**config.mk**
```make
export PLATFORM = sky130hd
export DESIGN_NAME = text_cursor_controller_unit
export DESIGN_NICKNAME = d
export VERILOG_FILES = /design/src/hdl/tcc_pkg.sv /design/src/hdl/text_cursor_controller_unit.sv /design/src/hdl/tcc_regs.sv /design/src/hdl/tcc_step.sv
export SDC_FILE = /design/constraint.sdc
export NUM_CORES = 1
export LEC_CHECK = 0
export ABC_AREA = 1
export BUFFER_PORTS_ARGS = -buffer_cell sky130_fd_sc_hd__clkbuf_2
export CORE_ASPECT_RATIO = 0.7
export CORE_UTILIZATION = 51
export DETAILED_ROUTE_END_ITERATION = 10
export PLACE_DENSITY = 0.77
export SLEW_MARGIN = 20
export SYNTH_ARGS = -nofsm -noshare
export SYNTH_HDL_FRONTEND = slang
export SYNTH_SLANG_ARGS = --single-unit
```
**constraint.sdc**
```tcl
create_clock -name clk -period 3.1 [get_ports clk]
set_input_delay 0.31 -clock clk [delete_from_list [all_inputs] [get_ports clk]]
set_output_delay 0.31 -clock clk [all_outputs]
set_load 0.01 [all_outputs]
```
**src/hdl/tcc_pkg.sv**
```systemverilog
// ----------------------------------------------------------------------------
// tcc_pkg
// Shared types and constants of the text cursor controller: item layouts,
// command and scroll codes, register indexes.
// ----------------------------------------------------------------------------
package tcc_pkg;

	localparam int DIM_W   = 9;
	localparam int COORD_W = 8;
	localparam int TGT_W   = 16;
	localparam int APB_AW  = 4;
	localparam int APB_DW  = 32;

	localparam logic [2:0] OP_HOME    = 3'd0;
	localparam logic [2:0] OP_ADVANCE = 3'd1;
	localparam logic [2:0] OP_DOWN    = 3'd2;
	localparam logic [2:0] OP_BACK    = 3'd3;
	localparam logic [2:0] OP_UP      = 3'd4;
	localparam logic [2:0] OP_GOTO    = 3'd5;

	localparam logic [1:0] SCR_NONE = 2'd0;
	localparam logic [1:0] SCR_DOWN = 2'd1;
	localparam logic [1:0] SCR_LEFT = 2'd2;
	localparam logic [1:0] SCR_UP   = 2'd3;

	localparam logic [1:0] REG_WIN_WIDTH  = 2'd0;
	localparam logic [1:0] REG_WIN_HEIGHT = 2'd1;
	localparam logic [1:0] REG_NO_WRAP    = 2'd2;

	localparam logic [DIM_W-1:0] WIDTH_RST  = 9'd80;
	localparam logic [DIM_W-1:0] HEIGHT_RST = 9'd25;

	typedef struct packed {
		logic [2:0]              opcode;
		logic signed [TGT_W-1:0] target_x;
		logic signed [TGT_W-1:0] target_y;
	} in_item_t;

	typedef struct packed {
		logic [COORD_W-1:0] cur_col;
		logic [COORD_W-1:0] cur_row;
		logic               accepted;
		logic [1:0]         scroll_req;
	} out_item_t;

	typedef struct packed {
		logic [DIM_W-1:0] width;
		logic [DIM_W-1:0] height;
		logic             no_wrap;
	} win_cfg_t;

	typedef struct packed {
		logic [COORD_W-1:0] col;
		logic [COORD_W-1:0] row;
		logic [1:0]         scroll;
	} cursor_t;

endpackage

```
**src/hdl/text_cursor_controller_unit.sv**
```systemverilog
// ----------------------------------------------------------------------------
// text_cursor_controller_unit
// Text cursor controller: keeps a cursor inside a configured window and
// applies one movement command per transfer.
//
// channel  | signals                          | direction
// ---------+----------------------------------+----------
// in       | in_valid, in_ready, in_data      | command transfer in
// out      | out_valid, out_ready, out_data   | result transfer out
// cfg      | psel, penable, pwrite, paddr,    | APB register port
//          | pwdata, prdata, pready           |
//
// From input transfer to result valid: input register, then next-cursor
// logic into the result register; one command per cycle when not stalled.
// The cursor registers update in the same edge that loads the result.
// A held result stalls the input register, which stalls in_ready.
// Reset clears the cursor to (0,0), no scroll, window 80 x 25, wrap on.
// ----------------------------------------------------------------------------
module text_cursor_controller_unit import tcc_pkg::*; #(
	parameter int MAX_DIM = 256
) (
	input  logic              clk,
	input  logic              arst_n,
	input  logic              in_valid,
	output logic              in_ready,
	input  in_item_t          in_data,
	output logic              out_valid,
	input  logic              out_ready,
	output out_item_t         out_data,
	input  logic              psel,
	input  logic              penable,
	input  logic              pwrite,
	input  logic [APB_AW-1:0] paddr,
	input  logic [APB_DW-1:0] pwdata,
	output logic [APB_DW-1:0] prdata,
	output logic              pready
);

	localparam int DIM_LIM = (MAX_DIM < 256) ? MAX_DIM : 256;

	win_cfg_t  win;
	in_item_t  item_s1;
	logic      valid_s1;
	logic      adv_s1;
	cursor_t   cur_q;
	cursor_t   nxt;
	logic      ok;
	out_item_t res_q;
	logic      res_valid_q;

	tcc_regs #(
		.DIM_LIM (DIM_LIM)
	) u_regs (
		.clk     (clk),
		.arst_n  (arst_n),
		.psel    (psel),
		.penable (penable),
		.pwrite  (pwrite),
		.paddr   (paddr),
		.pwdata  (pwdata),
		.prdata  (prdata),
		.pready  (pready),
		.win     (win)
	);

	tcc_step u_step (
		.item (item_s1),
		.win  (win),
		.cur  (cur_q),
		.nxt  (nxt),
		.ok   (ok)
	);

	assign adv_s1   = valid_s1 && (!res_valid_q || out_ready);
	assign in_ready = !valid_s1 || adv_s1;

	always_ff @(posedge clk or negedge arst_n) begin
		if (!arst_n) begin
			valid_s1 <= 1'b0;
		end else if (in_ready) begin
			valid_s1 <= in_valid;
		end
	end

	always_ff @(posedge clk) begin
		if (in_ready && in_valid) begin
			item_s1 <= in_data;
		end
	end

	always_ff @(posedge clk or negedge arst_n) begin
		if (!arst_n) begin
			cur_q       <= '0;
			res_valid_q <= 1'b0;
		end else begin
			if (adv_s1) begin
				cur_q <= nxt;
			end
			if (adv_s1) begin
				res_valid_q <= 1'b1;
			end else if (out_ready) begin
				res_valid_q <= 1'b0;
			end
		end
	end

	always_ff @(posedge clk) begin
		if (adv_s1) begin
			res_q.cur_col    <= nxt.col;
			res_q.cur_row    <= nxt.row;
			res_q.accepted   <= ok;
			res_q.scroll_req <= nxt.scroll;
		end
	end

	assign out_valid = res_valid_q;
	assign out_data  = res_q;

`ifndef SYNTHESIS
	a_s1_hold: assert property (@(posedge clk) disable iff (!arst_n)
		valid_s1 && !adv_s1 |=> valid_s1)
		else $error("input stage dropped a held command");

	a_res_matches_cursor: assert property (@(posedge clk) disable iff (!arst_n)
		out_valid |-> (out_data.cur_col == cur_q.col) && (out_data.cur_row == cur_q.row)
			&& (out_data.scroll_req == cur_q.scroll))
		else $error("result disagrees with cursor state");

	a_cursor_stable: assert property (@(posedge clk) disable iff (!arst_n)
		!adv_s1 |=> $stable(cur_q))
		else $error("cursor changed without a command");

	a_win_nonzero: assert property (@(posedge clk) disable iff (!arst_n)
		(win.width != '0) && (win.height != '0))
		else $error("effective window dimension is zero");
`endif

endmodule

```
**src/hdl/tcc_regs.sv**
```systemverilog
// ----------------------------------------------------------------------------
// tcc_regs
// Window configuration registers behind the APB port; presents the
// effective window size (zero taken as one, capped at the dimension limit).
// ----------------------------------------------------------------------------
module tcc_regs import tcc_pkg::*; #(
	parameter int DIM_LIM = 256
) (
	input  logic              clk,
	input  logic              arst_n,
	input  logic              psel,
	input  logic              penable,
	input  logic              pwrite,
	input  logic [APB_AW-1:0] paddr,
	input  logic [APB_DW-1:0] pwdata,
	output logic [APB_DW-1:0] prdata,
	output logic              pready,
	output win_cfg_t          win
);

	localparam logic [DIM_W-1:0] LIM = DIM_W'(DIM_LIM);

	logic [DIM_W-1:0] width_q;
	logic [DIM_W-1:0] height_q;
	logic             no_wrap_q;
	logic             wr_en;

	assign pready = 1'b1;
	assign wr_en  = psel && penable && pwrite;

	always_ff @(posedge clk or negedge arst_n) begin
		if (!arst_n) begin
			width_q   <= WIDTH_RST;
			height_q  <= HEIGHT_RST;
			no_wrap_q <= 1'b0;
		end else if (wr_en) begin
			case (paddr[3:2])
				REG_WIN_WIDTH:  width_q   <= pwdata[DIM_W-1:0];
				REG_WIN_HEIGHT: height_q  <= pwdata[DIM_W-1:0];
				REG_NO_WRAP:    no_wrap_q <= pwdata[0];
				default: ;
			endcase
		end
	end

	always_comb begin
		case (paddr[3:2])
			REG_WIN_WIDTH:  prdata = {{(APB_DW-DIM_W){1'b0}}, width_q};
			REG_WIN_HEIGHT: prdata = {{(APB_DW-DIM_W){1'b0}}, height_q};
			REG_NO_WRAP:    prdata = {{(APB_DW-1){1'b0}}, no_wrap_q};
			default:        prdata = '0;
		endcase
	end

	always_comb begin
		if (width_q == '0)      win.width = DIM_W'(1);
		else if (width_q > LIM) win.width = LIM;
		else                    win.width = width_q;
		if (height_q == '0)      win.height = DIM_W'(1);
		else if (height_q > LIM) win.height = LIM;
		else                     win.height = height_q;
		win.no_wrap = no_wrap_q;
	end

endmodule

```
**src/hdl/tcc_step.sv**
```systemverilog
// ----------------------------------------------------------------------------
// tcc_step
// Next-cursor logic: applies one command to the current cursor and window.
// ----------------------------------------------------------------------------
module tcc_step import tcc_pkg::*; (
	input  in_item_t item,
	input  win_cfg_t win,
	input  cursor_t  cur,
	output cursor_t  nxt,
	output logic     ok
);

	logic [DIM_W-1:0]   col_inc;
	logic [DIM_W-1:0]   row_inc;
	logic [COORD_W-1:0] last_col;
	logic [COORD_W-1:0] last_row;
	logic               tx_in;
	logic               ty_in;

	assign col_inc  = {1'b0, cur.col} + DIM_W'(1);
	assign row_inc  = {1'b0, cur.row} + DIM_W'(1);
	assign last_col = COORD_W'(win.width - DIM_W'(1));
	assign last_row = COORD_W'(win.height - DIM_W'(1));
	assign tx_in    = !item.target_x[TGT_W-1]
		&& ({1'b0, item.target_x[TGT_W-2:0]} < {{(TGT_W-DIM_W){1'b0}}, win.width});
	assign ty_in    = !item.target_y[TGT_W-1]
		&& ({1'b0, item.target_y[TGT_W-2:0]} < {{(TGT_W-DIM_W){1'b0}}, win.height});

	always_comb begin
		nxt = cur;
		ok  = 1'b1;
		case (item.opcode)
			OP_HOME: begin
				nxt.col = '0;
				nxt.row = '0;
			end
			OP_ADVANCE: begin
				nxt.scroll = SCR_NONE;
				if (col_inc >= win.width) begin
					if (win.no_wrap) begin
						ok = 1'b0;
					end else begin
						nxt.col = '0;
						if (row_inc >= win.height) begin
							nxt.scroll = SCR_DOWN;
							ok         = 1'b0;
						end else begin
							nxt.row = row_inc[COORD_W-1:0];
						end
					end
				end else begin
					nxt.col = col_inc[COORD_W-1:0];
				end
			end
			OP_DOWN: begin
				nxt.scroll = SCR_NONE;
				if (row_inc >= win.height) begin
					nxt.row    = last_row;
					nxt.scroll = SCR_DOWN;
					ok         = 1'b0;
				end else begin
					nxt.row = row_inc[COORD_W-1:0];
				end
			end
			OP_BACK: begin
				nxt.scroll = SCR_NONE;
				if (cur.col == '0) begin
					if (win.no_wrap) begin
						nxt.scroll = SCR_LEFT;
						ok         = 1'b0;
					end else begin
						nxt.col = last_col;
						if (cur.row == '0) begin
							nxt.scroll = SCR_UP;
							ok         = 1'b0;
						end else begin
							nxt.row = cur.row - COORD_W'(1);
						end
					end
				end else begin
					nxt.col = cur.col - COORD_W'(1);
				end
			end
			OP_UP: begin
				nxt.scroll = SCR_NONE;
				if (cur.row == '0) begin
					if (win.no_wrap) begin
						nxt.scroll = SCR_UP;
						ok         = 1'b0;
					end else begin
						nxt.row = last_row;
					end
				end else begin
					nxt.row = cur.row - COORD_W'(1);
				end
			end
			OP_GOTO: begin
				if (tx_in && ty_in) begin
					nxt.col = item.target_x[COORD_W-1:0];
					nxt.row = item.target_y[COORD_W-1:0];
				end else begin
					ok = 1'b0;
				end
			end
			default: begin
				ok = 1'b0;
			end
		endcase
	end

endmodule
```
==> results of run 1 <==
==> cell usage in the layout (no fill, tap or decap), types with 7 or more instances in the layout <==
cell type,Yosys,final
clkbuf_16,0,9
nand4_1,33,33
nor3_1,14,9
conb_1,2,24
buf_4,27,73
nand3_1,49,45
clkbuf_2,0,81
edfxtp_1,54,54
xor2_1,17,15
o211ai_1,11,11
ha_1,40,34
nand2_4,4,8
nand3_2,6,9
a21oi_1,29,27
o22ai_1,8,8
buf_6,3,7
nor2_4,4,12
nand2_1,224,212
nor2_2,5,11
nand2_2,7,15
o21ai_0,58,53
nor2_1,80,66
inv_2,4,10
dfrtp_1,34,33
inv_1,104,97
==> metrics by stage <==
stage	total power (uW)	util
finish	7120	0.663
global route	7640	0.663
CTS	6560	0.635
detailed placement	5290	0.598
global placement	5230	0.598
floorplan	4190	-
==> cells by family (layout without fill, tap and decap cells) <==
kind of cell / Yosys count / in the layout / share of synthesized area
AO/OA/AOI/OAI: 125 / 125 / 0.106
XOR/XNOR: 19 / 19 / 0.0246
adder cells (fa/ha/maj): 40 / 40 / 0.0739
buffers and inverters: 158 / 286 / 0.107
flip-flops: 93 / 93 / 0.385
other: 2 / 24 / 0.00111
AND/OR/NAND/NOR: 445 / 445 / 0.302
==> final cells by class <==
class	instances	area share
Inverter	108	0.0485
Clock inverter	7	0.00908
Sequential cell	93	0.310
Multi-Input combinational cell	653	0.458
Clock buffer	9	0.0268
Timing Repair Buffer	162	0.123
Tap cell	162	0.0241
==> registers in the layout, indices dropped and copies added, names as in the netlist <==
name and flops:
cur_q 18, item_s1 35, out_data 19, out_valid 1, u_regs.height_q 9, u_regs.no_wrap_q 1, u_regs.width_q 9, valid_s1 1
==> final timing paths <==
kind                                             from                    end  depth (start not counted)
max in group asynchronous                      arst_n   cur_q[3]$_DFFE_PN0P_                          1
worst max-delay path            cur_q[11]$_DFFE_PN0P_  out_data[8]$_DFFE_PP_                         19
worst min-delay path                           arst_n   cur_q[3]$_DFFE_PN0P_                          1
min in group clk                          in_data[30]  item_s1[30]$_DFFE_PP_                          1
worst min register to register   cur_q[1]$_DFFE_PN0P_   cur_q[1]$_DFFE_PN0P_                          2
worst max register to register  cur_q[11]$_DFFE_PN0P_  out_data[8]$_DFFE_PP_                         19
==> layer usage <==
metal  wire length, um  share of wire  vias up
li1                  -              -     3185
met1              8410           0.45     3062
met2              8320           0.44      319
met3              1700          0.090       31
met4               323          0.017        0
met5                 0              0        -
==> power breakdown <==
group | total, uW | leakage (uW) | internal [uW] | switching [uW]
sequential | 1860 | 0.00101 | 1640 | 217
clock | 1120 | 0.000150 | 577 | 540
combinational | 4150 | 0.00292 | 1680 | 2460
==> timing repair <==
item | CTS | global route
pin swaps | 20 | 40
gates resized for setup | 25 | 67
gates cloned | 0 | 1
hold endpoints to repair | 0 | 0
hold buffers | 0 | 0
buffers inserted | 9 | 12
setup endpoints to repair | 26 | 33
==> reports/metrics.cfg, run 1 <==
[run_status]
status=finished with violations
violations=setup timing

[worst_setup_path]
cp_slowest_stage_delay_ns=0.41
crit_family=simple AND/OR/NAND/NOR gates
crit_path_start_kind=flop
cp_slowest_cell=dfrtp_1
arrival_ns=3.24
end_kind=flop
r2r_setup_slack_ns=-0.02
path_class=reg2reg
path_cells=ha_2, nand2_2, inv_2, nand2_4, nor2_4, nand3_2, nor2_1, ha_1, nand2_2, inv_2, a21oi_2, nand4_1, buf_4, buf_6, nand4_1, nand2_1, a21oi_1, nand4_1, and2_1
worst-path-buf-inv=4
path_common_cell=nand4_1
cp_max_fo=4
crit_required_ns=3.22

[drt]
vias=6597
drt_pre_antenna_iters=5
ant_nets=0
via_per_inst=5.53
drc=0
drt-wirelength-per-cell_um=15.7
drt_iter0_markers=550
routed_wl_um=18800

[final_layout]
stdcell_area_um2=8410
nFillCells=1053
drive_gt1_frac=0.269
multi_input_area_um2=3850
nets=1145
area_delta_synth_final_pct=24.2
layoutNonFillerInstCount=1194
seqCellArea_um2=2610
num_antenna_cells=0

[timing]
worstMarginPinSlew_ns=0.978
rsz0062_at_grt=yes
fin_crit_ns=3.12
slew_headroom=0.348
fmax_mhz=320
slew_violations=0
setup_tns_ns=-0.0428
fin_ws_ns=-0.0236
fin_skew_ns=0.00821
setup_viol=3
finalCritPeriodShare=1.01
finalHoldViolCount=0
hold_slack_ns=0.113

[clock_tree]
numCtsBuffers=9
cts_sinks=93
clk_latency_ns=0.35
clk_path_buf_depth=2
clk_pin_slew_ns=0.07
ctsHtreeMaxLevel=3
root_buffer=clkbuf_16
cts_tree=done

[min_path]
hold_path.class=in2async

[yosys]
synth_cells=882
async_reset_ff_frac=0.419
synthTopCellsByCount=nand2_1, inv_1, nor2_1
synth-seq-cells=93
synth_edf_count=54
synth_ff_type=edfxtp_1
yosysWarnings=0
syn_area_um2=6770
synth_most_common_cell=nand2_1
synth_area_leaders=edfxtp_1, dfrtp_1, nand2_1
synth_top_area_frac=0.240
yosysSeqAreaShare=0.385
yosys.area.top_type=edfxtp_1
synth_cell_types=47
avgSynthCellArea_um2=7.67

[grt]
grt_use_met3=0.0603
grt_overflow=0
grt_usage=0.274
grt_pass1_vias=6087
busiest_layer=met2
grt_antenna_before_repair=0
grt_pass1_wl_um=29500
grt_use_met2=0.429
grt_util_met1=0.382
grt_max_degree=41

[place]
dp_worst_setup_slack_ns=-0.232
io_buffers=82
dp_cells=1157
place_congestion=0.952
dpl-instance-area_um2=7590
hpwl_um=13900

[floorplan]
ios=132
coreArea_um2=12700
fp-row-count=34
die_h_um=98.4
die_w_um=140
initial_utilization=0.534
die-area_um2=13700

[run]
maxCapViolCount=0

[pwr]
powerDensity_nw_per_um2=847
ir_drop_mv=0.410
p_leak_uw=0.00408

Power figures use the tool's default switching activity.
==> run 2: changes to the inputs <==
--- a/config.mk
+++ b/config.mk
@@ -5,12 +5,11 @@
 export SDC_FILE = /design/constraint.sdc
 export NUM_CORES = 1
 export LEC_CHECK = 0
-export ABC_AREA = 1
 export BUFFER_PORTS_ARGS = -buffer_cell sky130_fd_sc_hd__clkbuf_2
 export CORE_ASPECT_RATIO = 0.7
-export CORE_UTILIZATION = 51
+export CORE_UTILIZATION = 56
 export DETAILED_ROUTE_END_ITERATION = 10
-export PLACE_DENSITY = 0.77
+export PLACE_DENSITY = 0.8
 export SLEW_MARGIN = 20
 export SYNTH_ARGS = -nofsm -noshare
 export SYNTH_HDL_FRONTEND = slang
==> constraint.sdc (replaced) <==
create_clock -name clk -period 3.32 [get_ports clk]
set_input_delay 0.332 -clock clk [delete_from_list [all_inputs] [get_ports clk]]
set_output_delay 0.332 -clock clk [all_outputs]
set_load 0.01 [all_outputs]
==> run 2 against run 1 <==
  * The flow still finishes with violations (setup timing)
  * Largest power group unchanged
  * Largest cell class unchanged
  * Clock skew grew 0.0073 ns
  * Worst setup slack got worse by 0.069 ns
  * Cell area down 2.4%
  * Via count decreased by 5.6%
==> reports/metrics.cfg, run 2 <==
[run_status]
status=finished with violations
violations=setup timing

[yosys]
synth_cell_types=84
synth_most_common_cell=nand2_1
synth_edf_count=54
avgSynthCellArea_um2=9.49
yosysWarnings=0
yosys.area.top_type=edfxtp_1
synth_area_leaders=edfxtp_1, dfrtp_1, ha_1
synth_cells=698
yosysSeqAreaShare=0.393
synth_top_area_frac=0.245
syn_area_um2=6620
synth-seq-cells=93
synth_ff_type=edfxtp_1
async_reset_ff_frac=0.419
synthTopCellsByCount=nand2_1, edfxtp_1, nor2_1

[grt]
busiest_layer=met2
grt_max_degree=36
grt_use_met2=0.527
grt_usage=0.337
grt_use_met3=0.0791
grt_overflow=0
grt_pass1_vias=5972
grt_util_met1=0.477
grt_antenna_before_repair=0
grt_pass1_wl_um=31600

[pwr]
p_leak_uw=0.00358
total_power_uw=6180
ir_drop_mv=0.389
powerDensity_nw_per_um2=753

[worst_setup_path]
cp_slowest_cell=dfrtp_2
path_class=reg2reg
arrival_ns=3.48
worst-path-buf-inv=3
path_common_cell=buf_4
crit_path_start_kind=flop
crit_family=compound AO/OA/AOI/OAI gates
path_cells=buf_6, ha_4, and3_4, buf_4, xnor2_2, ha_1, o21ai_2, nor2_1, a211oi_2, buf_4, or2_2, a21o_1, a221o_1, o21ai_1, o211ai_1
cp_max_fo=3
end_kind=flop
r2r_setup_slack_ns=-0.09
crit_required_ns=3.39
cp_slowest_stage_delay_ns=0.46

[clock_tree]
clk_pin_slew_ns=0.08
root_buffer=clkbuf_16
cts_hold_buf=0
cts_sinks=93
clk_path_buf_depth=2
cts_tree=done
numCtsBuffers=9
ctsHtreeMaxLevel=3
clk_latency_ns=0.36

[final_layout]
drive_gt1_frac=0.342
largest-register=item_s1
stdcell_area_um2=8210
nets=955
num_antenna_cells=0
multi_input_area_um2=3930
final_common_cell=buf_4
layout_common_cells=buf_4, clkbuf_2, nand2_1
seqCellArea_um2=2610
largest_reg_flops=35
nFillCells=809
layoutNonFillerInstCount=995
area_delta_synth_final_pct=23.9

[timing]
fmax_mhz=293
rsz0062_at_grt=yes
finalHoldViolCount=0
slew_headroom=0.477
hold_slack_ns=0.00286
fin_crit_ns=3.41
fin_ws_ns=-0.0928
worstMarginPinSlew_ns=0.778
fin_skew_ns=0.0155
finalCritPeriodShare=1.03
setup_viol=1
slew_violations=0

[place]
dpl-instance-area_um2=7580
dp_worst_setup_slack_ns=-0.193
io_buffers=82
place_congestion=0.949
dp_cells=971
hpwl_um=14900

[min_path]
hold_path.class=in2async

[drt]
drc=0
drt_iter0_markers=737
drt-wirelength-per-cell_um=20.2
ant_nets=0
via_per_inst=6.26
routed_wl_um=20100
drt_pre_antenna_iters=6
vias=6228

[floorplan]
fp-row-count=32
die-area_um2=12300
die_w_um=132
coreArea_um2=11300
ios=132
initial_utilization=0.589
die_h_um=93.0

[run]
maxCapViolCount=0

[run 2: changes by cell type in the layout (fill, tap and decap cells not counted), moves of 18 or more]
cell,delta
inv_1,-81
mux2_2,+18
nand2_1,-132
nand3_1,-21
nand4_1,-29
nor2_1,-19
o21ai_0,-30
[run 2: kinds of logic (layout without fill, tap and decap cells)]
family,Yosys count,after routing,synth area share
other cells,2,24,0.00113
compound gates,182,182,0.198
simple gates,238,238,0.181
flops,93,93,0.393
mux,35,35,0.0567
buf+inv,85,207,0.0642
fa+ha+maj,41,41,0.0771
xor+xnor,22,22,0.0291
[run 2: worst paths after layout]
kind | from | to | cells past startpoint
worst max register to register | cur_q[2]$_DFFE_PN0P_ | out_data[10]$_DFFE_PP_ | 15
worst min-delay path | arst_n | cur_q[12]$_DFFE_PN0P_ | 1
worst min register to register | valid_s1$_DFFE_PN0N_ | out_valid$_DFFE_PN0P_ | 1
max in group asynchronous | arst_n | u_regs.height_q[4]$_DFFE_PN1P_ | 2
worst max-delay path | cur_q[2]$_DFFE_PN0P_ | out_data[10]$_DFFE_PP_ | 15
min in group clk | in_data[2] | item_s1[2]$_DFFE_PP_ | 1
[run 2: metrics by stage]
step / TNS, ns / utilization
floorplan: 0 / -
global placement: -0.0224 / 0.674
detailed placement: -1.58 / 0.674
CTS: 0 / 0.710
global route: -0.983 / 0.729
finish: -0.0928 / 0.729
[run 2: cell type report]
cell class / instances / area share
repair buffers: 173 / 0.135
multi-input cells: 542 / 0.479
clock inverters: 7 / 0.00976
flip-flops and latches: 93 / 0.318
well taps: 153 / 0.0233
clock buffers: 9 / 0.0274
inverters: 18 / 0.00839
[run 2: what timing repair did]
item | in CTS | in global routing
resized for setup | 12 | 49
setup buffers | 7 | 2
pin swaps | 6 | 27
setup endpoints to repair | 18 | 27
[run 2: metal layers]
metal  routed length, um  part of all wire
met3                2270              0.11
met4                 239             0.012
met2                8730              0.43
met5                   0                 0
met1                8860              0.44
[run 2: report_power, final]
part,internal (uW),switching (uW)
Combinational,1490,1930
Clock,536,522
Sequential,1500,204
Total,3520,2660
